[config.mk]
export PLATFORM = sky130hd
export DESIGN_NAME = dmx512_frame_transmitter
export DESIGN_NICKNAME = d
export VERILOG_FILES = /design/src/rtl/dmx_tx_pkg.sv /design/src/rtl/dmx512_frame_transmitter.sv
export VERILOG_INCLUDE_DIRS = /design/src /design/src/rtl
export SDC_FILE = /design/constraint.sdc
export NUM_CORES = 2
export LEC_CHECK = 0
export BUFFER_PORTS_ARGS = -buffer_cell sky130_fd_sc_hd__buf_2
export CELL_PAD_IN_SITES_DETAIL_PLACEMENT = 0
export CELL_PAD_IN_SITES_GLOBAL_PLACEMENT = 1
export CORE_ASPECT_RATIO = 2
export CORE_MARGIN = 3
export CORE_UTILIZATION = 25
export CTS_CLUSTER_SIZE = 10
export DETAILED_ROUTE_END_ITERATION = 6
export PLACE_DENSITY = 0.45
export SYNTH_ARGS = -nofsm -noshare
export SYNTH_HDL_FRONTEND = slang
export SYNTH_MEMORY_MAX_BITS = 65536
export SYNTH_SLANG_ARGS = --single-unit
[constraint.sdc]
create_clock -name clk -period 16.8 [get_ports clk]
set_clock_uncertainty 0.1 [all_clocks]
set_input_delay 2.52 -clock clk [delete_from_list [all_inputs] [get_ports clk]]
set_output_delay 2.52 -clock clk [all_outputs]
set_load 0.02 [all_outputs]
[src/rtl/dmx512_frame_transmitter_macros.svh]
// ----------------------------------------------------------------------------
// DMX512 transmitter assertion macros
// Concurrent assertion helpers, clocked on clk and disabled while rst_n is low.
// ----------------------------------------------------------------------------
`ifndef DMX512_FRAME_TRANSMITTER_MACROS_SVH
`define DMX512_FRAME_TRANSMITTER_MACROS_SVH

`ifndef SYNTHESIS

// Checks that the consequent holds in the same cycle as the antecedent.
`define DMX_TX_ASSERT_SAME(lbl, ante, cons) \
    lbl: assert property (@(posedge clk) disable iff (!rst_n) (ante) |-> (cons)) \
        else $error("dmx512_frame_transmitter: same-cycle check failed");

// Checks that the consequent holds in the cycle after the antecedent.
`define DMX_TX_ASSERT_NEXT(lbl, ante, cons) \
    lbl: assert property (@(posedge clk) disable iff (!rst_n) (ante) |=> (cons)) \
        else $error("dmx512_frame_transmitter: next-cycle check failed");

`else

`define DMX_TX_ASSERT_SAME(lbl, ante, cons)
`define DMX_TX_ASSERT_NEXT(lbl, ante, cons)

`endif

`endif

[src/rtl/dmx_tx_pkg.sv]
// ----------------------------------------------------------------------------
// DMX512 transmitter package
// Types, register indexes, reset values and field widths of the transmitter.
// ----------------------------------------------------------------------------
package dmx_tx_pkg;

    localparam int NUM_SLOTS_DEF = 513;

    localparam int PERIOD_W    = 16;
    localparam int BREAK_W     = 10;
    localparam int MAB_W       = 8;
    localparam int TAIL_W      = 8;
    localparam int BIT_W       = 4;
    localparam int SLOT_CNT_W  = 10;
    localparam int CFG_DATA_W  = 16;
    localparam int CFG_INDEX_W = 3;
    localparam int TIMER_W     = 10;
    localparam int BITPOS_W    = 4;
    localparam int INDEX_W     = 10;
    localparam int BYTE_W      = 8;

    localparam logic [PERIOD_W-1:0]   FRAME_PERIOD_RST = 16'd40000;
    localparam logic [BREAK_W-1:0]    BREAK_RST        = 10'd88;
    localparam logic [MAB_W-1:0]      MAB_RST          = 8'd8;
    localparam logic [TAIL_W-1:0]     TAIL_RST         = 8'd44;
    localparam logic [BIT_W-1:0]      BIT_RST          = 4'd4;
    localparam logic [SLOT_CNT_W-1:0] SLOT_COUNT_RST   = 10'd513;

    // Bit positions within one slot: start bit, eight data bits, two stop bits.
    localparam logic [BITPOS_W-1:0] BITPOS_START     = 4'd0;
    localparam logic [BITPOS_W-1:0] BITPOS_LAST_DATA = 4'd8;
    localparam logic [BITPOS_W-1:0] BITPOS_LAST_STOP = 4'd10;

    localparam logic OP_TICK  = 1'b0;
    localparam logic OP_WRITE = 1'b1;

    typedef enum logic [2:0] {
        PH_IDLE,
        PH_BREAK,
        PH_MAB,
        PH_DATA,
        PH_TAIL
    } phase_t;

    typedef enum logic [CFG_INDEX_W-1:0] {
        CFG_FRAME_PERIOD = 3'd0,
        CFG_BREAK        = 3'd1,
        CFG_MAB          = 3'd2,
        CFG_TAIL         = 3'd3,
        CFG_BIT          = 3'd4,
        CFG_SLOT_COUNT   = 3'd5
    } cfg_index_t;

endpackage

[src/rtl/dmx512_frame_transmitter.sv]
// ----------------------------------------------------------------------------
// DMX512 frame transmitter
// Generates DMX512 frames on a serial line from a slot store, paced by ticks.
// ----------------------------------------------------------------------------
// Each input transaction is either a one-microsecond tick or a write into the
// slot store, and each one produces exactly one result transaction that shows
// the line level, the driver enable, the busy flag and the frame-done pulse.
// The block takes one transaction per clock unless a stall holds it back:
// the item is captured in an input register, and once the result register
// is free or being emptied, the frame sequencer advances and the result
// register is loaded. The next item may be captured in the same cycle, so a
// steady stream runs at one item per clock as long as the result side keeps
// up. The slot store is a single memory of NUM_SLOTS bytes. After reset a
// clearing pass zeroes it one entry per clock; in_stall stays high for that
// time, while configuration writes are taken as usual. The memory
// is read every cycle at the address of the next slot the sequencer will
// load, so a byte is ready whenever a slot begins; a write to that same
// address in the cycle of the read is forwarded into the read register.
// Configuration is written through a plain write port and must only change
// while no transaction is in flight. A change in the middle of a frame takes
// effect as each phase or bit is entered, and the slot count is checked at
// the end of each slot.
// ----------------------------------------------------------------------------
`include "dmx512_frame_transmitter_macros.svh"

module dmx512_frame_transmitter #(
    parameter int NUM_SLOTS = dmx_tx_pkg::NUM_SLOTS_DEF
) (
    input  logic                                clk,
    input  logic                                rst_n,

    // Configuration write port.
    input  logic                                cfg_we,
    input  logic [dmx_tx_pkg::CFG_INDEX_W-1:0]  cfg_index,
    input  logic [dmx_tx_pkg::CFG_DATA_W-1:0]   cfg_data,

    // Input channel.
    input  logic                                in_valid,
    output logic                                in_stall,
    input  logic                                opcode,
    input  logic [dmx_tx_pkg::INDEX_W-1:0]      slot_index,
    input  logic [dmx_tx_pkg::BYTE_W-1:0]       slot_value,

    // Result channel.
    output logic                                out_valid,
    input  logic                                out_stall,
    output logic                                line_level,
    output logic                                drive_enable,
    output logic                                busy_res,
    output logic                                frame_done
);

    localparam int ADDR_W = $clog2(NUM_SLOTS);
    localparam int PTR_W  = $clog2(NUM_SLOTS + 1);
    localparam int CMP_W  = dmx_tx_pkg::SLOT_CNT_W + 1;
    localparam logic [ADDR_W-1:0] LAST_ADDR = ADDR_W'(NUM_SLOTS - 1);
    localparam logic [CMP_W-1:0]  NUM_SLOTS_CMP = CMP_W'(NUM_SLOTS);

    // ------------------------------------------------------------------------
    // Configuration registers.
    // ------------------------------------------------------------------------
    logic [dmx_tx_pkg::PERIOD_W-1:0]   frame_period_reg;
    logic [dmx_tx_pkg::BREAK_W-1:0]    break_reg;
    logic [dmx_tx_pkg::MAB_W-1:0]      mab_reg;
    logic [dmx_tx_pkg::TAIL_W-1:0]     tail_reg;
    logic [dmx_tx_pkg::BIT_W-1:0]      bit_reg;
    logic [dmx_tx_pkg::SLOT_CNT_W-1:0] slot_count_reg;

    always_ff @(posedge clk or negedge rst_n)
    begin
        if (!rst_n)
        begin
            frame_period_reg <= dmx_tx_pkg::FRAME_PERIOD_RST;
            break_reg        <= dmx_tx_pkg::BREAK_RST;
            mab_reg          <= dmx_tx_pkg::MAB_RST;
            tail_reg         <= dmx_tx_pkg::TAIL_RST;
            bit_reg          <= dmx_tx_pkg::BIT_RST;
            slot_count_reg   <= dmx_tx_pkg::SLOT_COUNT_RST;
        end
        else if (cfg_we)
        begin
            // Indexes beyond the register list are ignored.
            unique case (cfg_index)
                dmx_tx_pkg::CFG_FRAME_PERIOD:
                    frame_period_reg <= cfg_data[dmx_tx_pkg::PERIOD_W-1:0];
                dmx_tx_pkg::CFG_BREAK:
                    break_reg <= cfg_data[dmx_tx_pkg::BREAK_W-1:0];
                dmx_tx_pkg::CFG_MAB:
                    mab_reg <= cfg_data[dmx_tx_pkg::MAB_W-1:0];
                dmx_tx_pkg::CFG_TAIL:
                    tail_reg <= cfg_data[dmx_tx_pkg::TAIL_W-1:0];
                dmx_tx_pkg::CFG_BIT:
                    bit_reg <= cfg_data[dmx_tx_pkg::BIT_W-1:0];
                dmx_tx_pkg::CFG_SLOT_COUNT:
                    slot_count_reg <= cfg_data[dmx_tx_pkg::SLOT_CNT_W-1:0];
                default:
                begin
                end
            endcase
        end
    end

    // ------------------------------------------------------------------------
    // Handshake and input register.
    // ------------------------------------------------------------------------
    logic                              clearing_reg;
    logic [ADDR_W-1:0]                 clear_addr_reg;
    logic                              item_valid_reg;
    logic                              item_opcode_reg;
    logic [dmx_tx_pkg::INDEX_W-1:0]    item_index_reg;
    logic [dmx_tx_pkg::BYTE_W-1:0]     item_value_reg;
    logic                              out_valid_reg;
    logic                              process;
    logic                              in_accept;

    // The held item is processed whenever the result register is free or is
    // being emptied in this cycle.
    assign process   = item_valid_reg && (!out_valid_reg || !out_stall);
    assign in_stall  = clearing_reg || (item_valid_reg && !process);
    assign in_accept = in_valid && !in_stall;

    always_ff @(posedge clk or negedge rst_n)
    begin
        if (!rst_n)
        begin
            item_valid_reg <= 1'b0;
        end
        else if (in_accept)
        begin
            item_valid_reg <= 1'b1;
        end
        else if (process)
        begin
            item_valid_reg <= 1'b0;
        end
    end

    always_ff @(posedge clk)
    begin
        if (in_accept)
        begin
            item_opcode_reg <= opcode;
            item_index_reg  <= slot_index;
            item_value_reg  <= slot_value;
        end
    end

    // Clearing pass over the slot store after reset.
    always_ff @(posedge clk or negedge rst_n)
    begin
        if (!rst_n)
        begin
            clearing_reg   <= 1'b1;
            clear_addr_reg <= '0;
        end
        else if (clearing_reg)
        begin
            if (clear_addr_reg == LAST_ADDR)
            begin
                clearing_reg <= 1'b0;
            end
            clear_addr_reg <= clear_addr_reg + ADDR_W'(1);
        end
    end

    // ------------------------------------------------------------------------
    // Sequencer state.
    // ------------------------------------------------------------------------
    dmx_tx_pkg::phase_t                phase_reg, phase_next;
    logic [dmx_tx_pkg::TIMER_W-1:0]    timer_reg, timer_next;
    logic [dmx_tx_pkg::BITPOS_W-1:0]   bitpos_reg, bitpos_next;
    logic [PTR_W-1:0]                  ptr_reg, ptr_next;
    logic [dmx_tx_pkg::BYTE_W-1:0]     shift_reg, shift_next;
    logic [dmx_tx_pkg::PERIOD_W-1:0]   period_reg, period_next;
    logic                              pending_reg, pending_next;
    logic                              done_next;

    // ------------------------------------------------------------------------
    // Slot store and its read register.
    // ------------------------------------------------------------------------
    logic [dmx_tx_pkg::BYTE_W-1:0]     slot_mem [NUM_SLOTS];
    logic [dmx_tx_pkg::BYTE_W-1:0]     rd_data_reg;
    logic [ADDR_W-1:0]                 rd_addr;
    logic [PTR_W-1:0]                  ptr_inc;
    logic                              mem_we;
    logic [ADDR_W-1:0]                 mem_waddr;
    logic [dmx_tx_pkg::BYTE_W-1:0]     mem_wdata;
    logic                              host_write;

    assign ptr_inc = ptr_reg + PTR_W'(1);

    // The next slot to be loaded is slot zero outside the data phase and the
    // slot after the current one inside it. Once a slot is loaded at least
    // eleven ticks pass before the next load, so an address that changes on
    // one edge has been read again well before it is needed.
    always_comb
    begin
        if (phase_reg == dmx_tx_pkg::PH_DATA && CMP_W'(ptr_inc) < NUM_SLOTS_CMP)
        begin
            rd_addr = ptr_inc[ADDR_W-1:0];
        end
        else
        begin
            rd_addr = '0;
        end
    end

    assign host_write = process && (item_opcode_reg == dmx_tx_pkg::OP_WRITE)
                        && (CMP_W'(item_index_reg) < NUM_SLOTS_CMP);
    assign mem_we     = clearing_reg || host_write;
    assign mem_waddr  = clearing_reg ? clear_addr_reg : item_index_reg[ADDR_W-1:0];
    assign mem_wdata  = clearing_reg ? '0 : item_value_reg;

    always_ff @(posedge clk)
    begin
        if (mem_we)
        begin
            slot_mem[mem_waddr] <= mem_wdata;
        end
        if (mem_we && mem_waddr == rd_addr)
        begin
            rd_data_reg <= mem_wdata;
        end
        else
        begin
            rd_data_reg <= slot_mem[rd_addr];
        end
    end

    // ------------------------------------------------------------------------
    // Next-state logic for one tick.
    // ------------------------------------------------------------------------
    logic [dmx_tx_pkg::SLOT_CNT_W-1:0] slots_per_frame;
    logic [dmx_tx_pkg::TIMER_W-1:0]    bit_len_m1;
    logic                              is_tick;

    // A slot count of zero means one slot; a count above the store size is
    // clamped to the store size.
    always_comb
    begin
        if (slot_count_reg == '0)
        begin
            slots_per_frame = dmx_tx_pkg::SLOT_CNT_W'(1);
        end
        else if (CMP_W'(slot_count_reg) > NUM_SLOTS_CMP)
        begin
            slots_per_frame = dmx_tx_pkg::SLOT_CNT_W'(NUM_SLOTS);
        end
        else
        begin
            slots_per_frame = slot_count_reg;
        end
    end

    assign bit_len_m1 = (bit_reg == '0) ? '0
                        : dmx_tx_pkg::TIMER_W'(bit_reg - dmx_tx_pkg::BIT_W'(1));
    assign is_tick    = item_opcode_reg == dmx_tx_pkg::OP_TICK;

    always_comb
    begin
        phase_next   = phase_reg;
        timer_next   = timer_reg;
        bitpos_next  = bitpos_reg;
        ptr_next     = ptr_reg;
        shift_next   = shift_reg;
        period_next  = period_reg;
        pending_next = pending_reg;
        done_next    = 1'b0;

        if (is_tick)
        begin
            // Frame period counter; a period of zero makes every tick a start.
            if (period_reg == '0)
            begin
                pending_next = 1'b1;
                period_next  = (frame_period_reg == '0) ? '0
                               : frame_period_reg - dmx_tx_pkg::PERIOD_W'(1);
            end
            else
            begin
                period_next = period_reg - dmx_tx_pkg::PERIOD_W'(1);
            end

            if (phase_reg != dmx_tx_pkg::PH_IDLE && timer_reg != '0)
            begin
                timer_next = timer_reg - dmx_tx_pkg::TIMER_W'(1);
            end
            else
            begin
                unique case (phase_reg)
                    dmx_tx_pkg::PH_IDLE:
                    begin
                        if (pending_next)
                        begin
                            pending_next = 1'b0;
                            phase_next   = dmx_tx_pkg::PH_BREAK;
                            timer_next   = (break_reg == '0) ? '0
                                           : break_reg - dmx_tx_pkg::BREAK_W'(1);
                        end
                    end
                    dmx_tx_pkg::PH_BREAK:
                    begin
                        phase_next = dmx_tx_pkg::PH_MAB;
                        timer_next = (mab_reg == '0) ? '0
                                     : dmx_tx_pkg::TIMER_W'(mab_reg - dmx_tx_pkg::MAB_W'(1));
                    end
                    dmx_tx_pkg::PH_MAB:
                    begin
                        phase_next  = dmx_tx_pkg::PH_DATA;
                        ptr_next    = '0;
                        shift_next  = rd_data_reg;
                        bitpos_next = dmx_tx_pkg::BITPOS_START;
                        timer_next  = bit_len_m1;
                    end
                    dmx_tx_pkg::PH_DATA:
                    begin
                        if (bitpos_reg < dmx_tx_pkg::BITPOS_LAST_STOP)
                        begin
                            bitpos_next = bitpos_reg + dmx_tx_pkg::BITPOS_W'(1);
                            timer_next  = bit_len_m1;
                        end
                        else if (CMP_W'(ptr_inc) < CMP_W'(slots_per_frame))
                        begin
                            ptr_next    = ptr_inc;
                            shift_next  = rd_data_reg;
                            bitpos_next = dmx_tx_pkg::BITPOS_START;
                            timer_next  = bit_len_m1;
                        end
                        else if (tail_reg != '0)
                        begin
                            phase_next  = dmx_tx_pkg::PH_TAIL;
                            ptr_next    = ptr_inc;
                            bitpos_next = '0;
                            timer_next  = dmx_tx_pkg::TIMER_W'(tail_reg - dmx_tx_pkg::TAIL_W'(1));
                        end
                        else
                        begin
                            phase_next = dmx_tx_pkg::PH_IDLE;
                            done_next  = 1'b1;
                        end
                    end
                    dmx_tx_pkg::PH_TAIL:
                    begin
                        phase_next = dmx_tx_pkg::PH_IDLE;
                        done_next  = 1'b1;
                    end
                    default:
                    begin
                        phase_next = dmx_tx_pkg::PH_IDLE;
                        done_next  = 1'b1;
                    end
                endcase
            end

            if (phase_next == dmx_tx_pkg::PH_IDLE)
            begin
                timer_next  = '0;
                bitpos_next = '0;
                ptr_next    = '0;
            end
        end
    end

    // ------------------------------------------------------------------------
    // Output decode from the state after this item.
    // ------------------------------------------------------------------------
    logic line_next;
    logic busy_next;

    always_comb
    begin
        line_next = 1'b1;
        unique case (phase_next)
            dmx_tx_pkg::PH_BREAK:
            begin
                line_next = 1'b0;
            end
            dmx_tx_pkg::PH_DATA:
            begin
                if (bitpos_next == dmx_tx_pkg::BITPOS_START)
                begin
                    line_next = 1'b0;
                end
                else if (bitpos_next <= dmx_tx_pkg::BITPOS_LAST_DATA)
                begin
                    line_next = shift_next[3'(bitpos_next - dmx_tx_pkg::BITPOS_W'(1))];
                end
            end
            default:
            begin
                line_next = 1'b1;
            end
        endcase
        busy_next = phase_next != dmx_tx_pkg::PH_IDLE;
    end

    // ------------------------------------------------------------------------
    // State and result registers.
    // ------------------------------------------------------------------------
    always_ff @(posedge clk or negedge rst_n)
    begin
        if (!rst_n)
        begin
            phase_reg   <= dmx_tx_pkg::PH_IDLE;
            timer_reg   <= '0;
            bitpos_reg  <= '0;
            ptr_reg     <= '0;
            shift_reg   <= '0;
            period_reg  <= '0;
            pending_reg <= 1'b1;
        end
        else if (process)
        begin
            phase_reg   <= phase_next;
            timer_reg   <= timer_next;
            bitpos_reg  <= bitpos_next;
            ptr_reg     <= ptr_next;
            shift_reg   <= shift_next;
            period_reg  <= period_next;
            pending_reg <= pending_next;
        end
    end

    logic line_reg;
    logic drive_reg;
    logic busy_reg;
    logic done_reg;

    always_ff @(posedge clk or negedge rst_n)
    begin
        if (!rst_n)
        begin
            out_valid_reg <= 1'b0;
        end
        else if (process)
        begin
            out_valid_reg <= 1'b1;
        end
        else if (!out_stall)
        begin
            out_valid_reg <= 1'b0;
        end
    end

    always_ff @(posedge clk)
    begin
        if (process)
        begin
            line_reg  <= line_next;
            drive_reg <= busy_next;
            busy_reg  <= busy_next;
            done_reg  <= done_next;
        end
    end

    assign out_valid    = out_valid_reg;
    assign line_level   = line_reg;
    assign drive_enable = drive_reg;
    assign busy_res     = busy_reg;
    assign frame_done   = done_reg;

    // ------------------------------------------------------------------------
    // Assertions.
    // ------------------------------------------------------------------------
    // The line is only pulled low while the driver is enabled.
    `DMX_TX_ASSERT_SAME(a_low_needs_driver, out_valid_reg && !line_reg, drive_reg)
    // The release result shows an idle, released, high line.
    `DMX_TX_ASSERT_SAME(a_done_released, out_valid_reg && done_reg,
                        !drive_reg && !busy_reg && line_reg)
    // The bit position never runs past the second stop bit.
    `DMX_TX_ASSERT_SAME(a_bitpos_range, phase_reg == dmx_tx_pkg::PH_DATA,
                        bitpos_reg <= dmx_tx_pkg::BITPOS_LAST_STOP)
    // A held item that cannot move on is kept for the next cycle.
    `DMX_TX_ASSERT_NEXT(a_item_held, item_valid_reg && !process,
                        item_valid_reg && $stable(item_opcode_reg))

endmodule
==> impl_metrics.yaml <==
timing:
  slew_headroom: -0.00104
  fin_crit_ns: 7.25
  rsz0062_at_grt: "false"
  setup_tns_ns: 0
  finalHoldViolations: 0
  maxSlewViolCount: 12
  setup_violations: 0
  hold_slack_ns: 0.396
  max_freq_ghz: 0.138
  max_slew.worst_pin.slew_ns: 1.50
  finalCritPeriodShare: 0.431
finish:
  post-route-util: 0.288
  largest_reg_flops: 4104
  syn2layout_area_growth_pct: 14.5
  final_area_mm2: 0.192
  nNetsFinal: 8816
  final_layout_size_suffix_gt1_frac: 0.225
  layoutNonFillerInstCount: 17700
clock_network:
  clk_pin_slew_ns: 0.06
  cts_tree: "done"
  numCtsBuffers: 466
  clockBufferDepth: 4
  clock-sinks: 4257
  ctsHoldBuffers: 0
  clock_latency_ns: 1.01
  cts_root_buf: "clkbuf_16"
  htree_num_levels: 5
  cts_resized: 0
  post-cts-setup-buffers: 0
grt:
  grt_pass1_wl_um: 842000
  grt.overflow.total: 0
  grt_pass1_vias: 92100
  grt_max_degree: 197
  gr-usage-all-layers: 0.182
  antenna_found_initial: 28
synth:
  netlist_instances: 8424
  synthArstFlopShare: 0.0284
  syn_area_per_cell_um2: 19.9
  synth_seq_cells: 4257
  synth_ff_type: "edfxtp_1"
  synth.distinct_cells: 84
  synth-seq-area-share: 0.758
  synth_nets: 8487
  syn-cell-area_mm2: 0.168
  synth_edf_count: 4126
  yosys_warnings: 0
placed_design:
  hpwl_um: 434000
  io_buffers: 48
  place_area_mm2: 0.179
  dpl.cell_count: 17000
  gp_congestion: 0.901
setup_path:
  cp_max_fo: 42
  worstSetupStartpointType: "flop"
  end_kind: "flop"
  cp.arrival_ns: 7.84
  criticalPathCategory: "reg2reg"
  crit_required_ns: 17.39
routing:
  drc: 0
  via_count: 85400
  final_antenna_net_count: 0
  vias_per_cell: 4.84
  dr.pass1.iters: 7
  drt_iter0_drc: 7187
  wirelength_um: 631000
  wl_per_cell_um: 35.8
floorplan:
  start_util: 0.251
  num_rows: 424
  io_pins: 49
  die_h_um: 1160
  die_width_um: 585
  dieArea_mm2: 0.681
  core-area_mm2: 0.667
power:
  p_leak_nw: 55.9
  power_density_mw_per_mm2: 114
  vdd_drop_max_v: 0.0000929
run_status:
  violations: "max-slew violations"
  outcome: "complete, but fails checks"
hold_path:
  hp-class: "reg2reg"
run:
  cap_violations: 0
## layout make-up
| cell class | instances | area, um^2 |
|---|---|---|
| Multi-Input combinational cell | 3627 | 38100 |
| Clock buffer | 555 | 12100 |
| Fill cell | 65500 | 475000 |
| Clock inverter | 28 | 539 |
| Timing Repair Buffer | 357 | 2860 |
| Sequential cell | 4257 | 127000 |
| Antenna cell | 49 | 123 |
| Inverter | 44 | 173 |
| Tap cell | 8733 | 10900 |
## kinds of logic (layout without fill, tap and decap cells)
family / count (synthesis) / after routing / synth area share
AO/OA/AOI/OAI: 820 / 820 / 0.0333
buffers and inverters: 540 / 984 / 0.0177
flip-flops: 4257 / 4257 / 0.758
multiplexers: 1310 / 1310 / 0.149
adder cells (fa/ha/maj): 20 / 20 / 0.00149
XOR/XNOR: 46 / 46 / 0.00240
AND/OR/NAND/NOR: 1431 / 1431 / 0.0383
other: 0 / 49 / 0
## layer usage
layer  up-vias  wire length [um]  track usage
met4         2             49500        0.124
met1     46600            198000        0.173
li1      35200                 -            -
met3       965             21800       0.0185
met2      2605            362000        0.359
met5         -                21            0
## critical path, stage by stage (launching register included)
cell	delay [ns]
dfxtp_4	0.68
buf_4	0.61
buf_4	0.64
buf_4	0.69
buf_4	0.49
mux4_2	0.56
mux2i_1	0.45
o21ai_0	0.56
a211o_1	0.41
a21oi_1	0.56
or3_1	0.22
o311ai_1	0.11
a22oi_1	0.26
mux4_2	0.32
a211oi_2	0.09
## metrics by stage
stage / total power, mW / worst slack (ns)
4_1_cts: 22.2 / 9.47
3_3_place_gp: 13.0 / 9.32
3_5_place_dp: 13.1 / 9.46
6_report: 22.0 / 9.55
2_1_floorplan: 12.7 / 0.383
5_1_grt: 22.6 / 9.10
## layout by cell type, fill, tap and decap left out, types with 13 or more instances in the layout
cell | netlist | routed
buf_4 | 58 | 282
mux4_2 | 940 | 940
and2_1 | 15 | 14
buf_12 | 3 | 23
edfxtp_1 | 4126 | 4126
nor3_1 | 140 | 133
nor2b_1 | 29 | 17
clkbuf_1 | 232 | 83
nand2b_1 | 27 | 26
mux2_2 | 64 | 64
clkbuf_16 | 0 | 469
dfstp_2 | 17 | 17
ha_1 | 20 | 20
o21ai_1 | 10 | 17
mux2i_1 | 306 | 306
a22o_1 | 22 | 22
o22ai_1 | 151 | 149
a211oi_1 | 26 | 23
nand3_1 | 76 | 62
diode_2 | 0 | 49
xnor2_1 | 31 | 31
inv_1 | 40 | 39
nand2_1 | 224 | 221
buf_2 | 91 | 48
dfrtp_1 | 104 | 104
a221oi_1 | 39 | 37
a21oi_1 | 125 | 124
o31ai_1 | 13 | 13
xor2_1 | 15 | 15
and3_1 | 13 | 13
a22oi_1 | 144 | 144
or3_1 | 22 | 22
or4_1 | 18 | 18
nand4_1 | 24 | 24
o221ai_1 | 43 | 42
a31oi_1 | 24 | 24
nor2_1 | 729 | 716
nor4_1 | 61 | 53
o21ai_0 | 120 | 108
## where the power goes
group | total, mW | internal (mW) | switching, mW | leakage [nW]
clock network | 9.17 | 5.01 | 4.16 | 6.13
logic | 0.944 | 0.270 | 0.675 | 11.1
registers | 11.9 | 11.8 | 0.0922 | 38.7
total | 22.0 | 17.1 | 4.92 | 55.9
## path summary, 6_finish.rpt
kind | startpoint | to | slack (ns) | cells past startpoint
worst min-delay path | shift_reg[2] | shift_reg[2] | 0.40 | 2
worst max-delay path | flop | line_level | 9.55 | 14
min in group asynchronous | rst_n | break_reg[5] | 1.56 | 1
max in group asynchronous | rst_n | clear_addr_reg[9] | 13.56 | 2
worst min register to register | shift_reg[2] | shift_reg[2] | 0.40 | 2
worst max register to register | flop | line_level | 9.55 | 14
## synth_stat cells (11+ instances only)
| cell type | n | area, um^2 |
|---|---|---|
| a211oi_1 | 26 | 195 |
| buf_2 | 91 | 455 |
| o31ai_1 | 13 | 97.6 |
| edfxtp_1 | 4126 | 124000 |
| xnor2_1 | 31 | 272 |
| a31oi_1 | 24 | 150 |
| nor4_1 | 61 | 382 |
| nor2b_1 | 29 | 181 |
| nor3_1 | 140 | 701 |
| or2_2 | 11 | 68.8 |
| clkbuf_1 | 232 | 871 |
| or3_1 | 22 | 138 |
| and3_1 | 13 | 81.3 |
| buf_4 | 58 | 435 |
| nand2b_1 | 27 | 169 |
| buf_8 | 11 | 165 |
| xor2_1 | 15 | 131 |
| o22ai_1 | 151 | 945 |
| buf_6 | 58 | 653 |
| and2_1 | 15 | 93.8 |
| o21ai_0 | 120 | 601 |
| mux2i_1 | 306 | 3060 |
| nand3_1 | 76 | 380 |
| ha_1 | 20 | 250 |
| or4_1 | 18 | 135 |
| a221oi_1 | 39 | 342 |
| dfstp_2 | 17 | 447 |
| inv_1 | 40 | 150 |
| mux2_2 | 64 | 721 |
| a22o_1 | 22 | 193 |
| a22oi_1 | 144 | 1080 |
| mux4_2 | 940 | 21200 |
| nand4_1 | 24 | 150 |
| nand2_1 | 224 | 841 |
| dfrtp_1 | 104 | 2600 |
| a21oi_1 | 125 | 626 |
| buf_1 | 42 | 158 |
| o221ai_1 | 43 | 377 |
| nor2_1 | 729 | 2740 |
No activity file was read; power rests on OpenSTA's default activity.
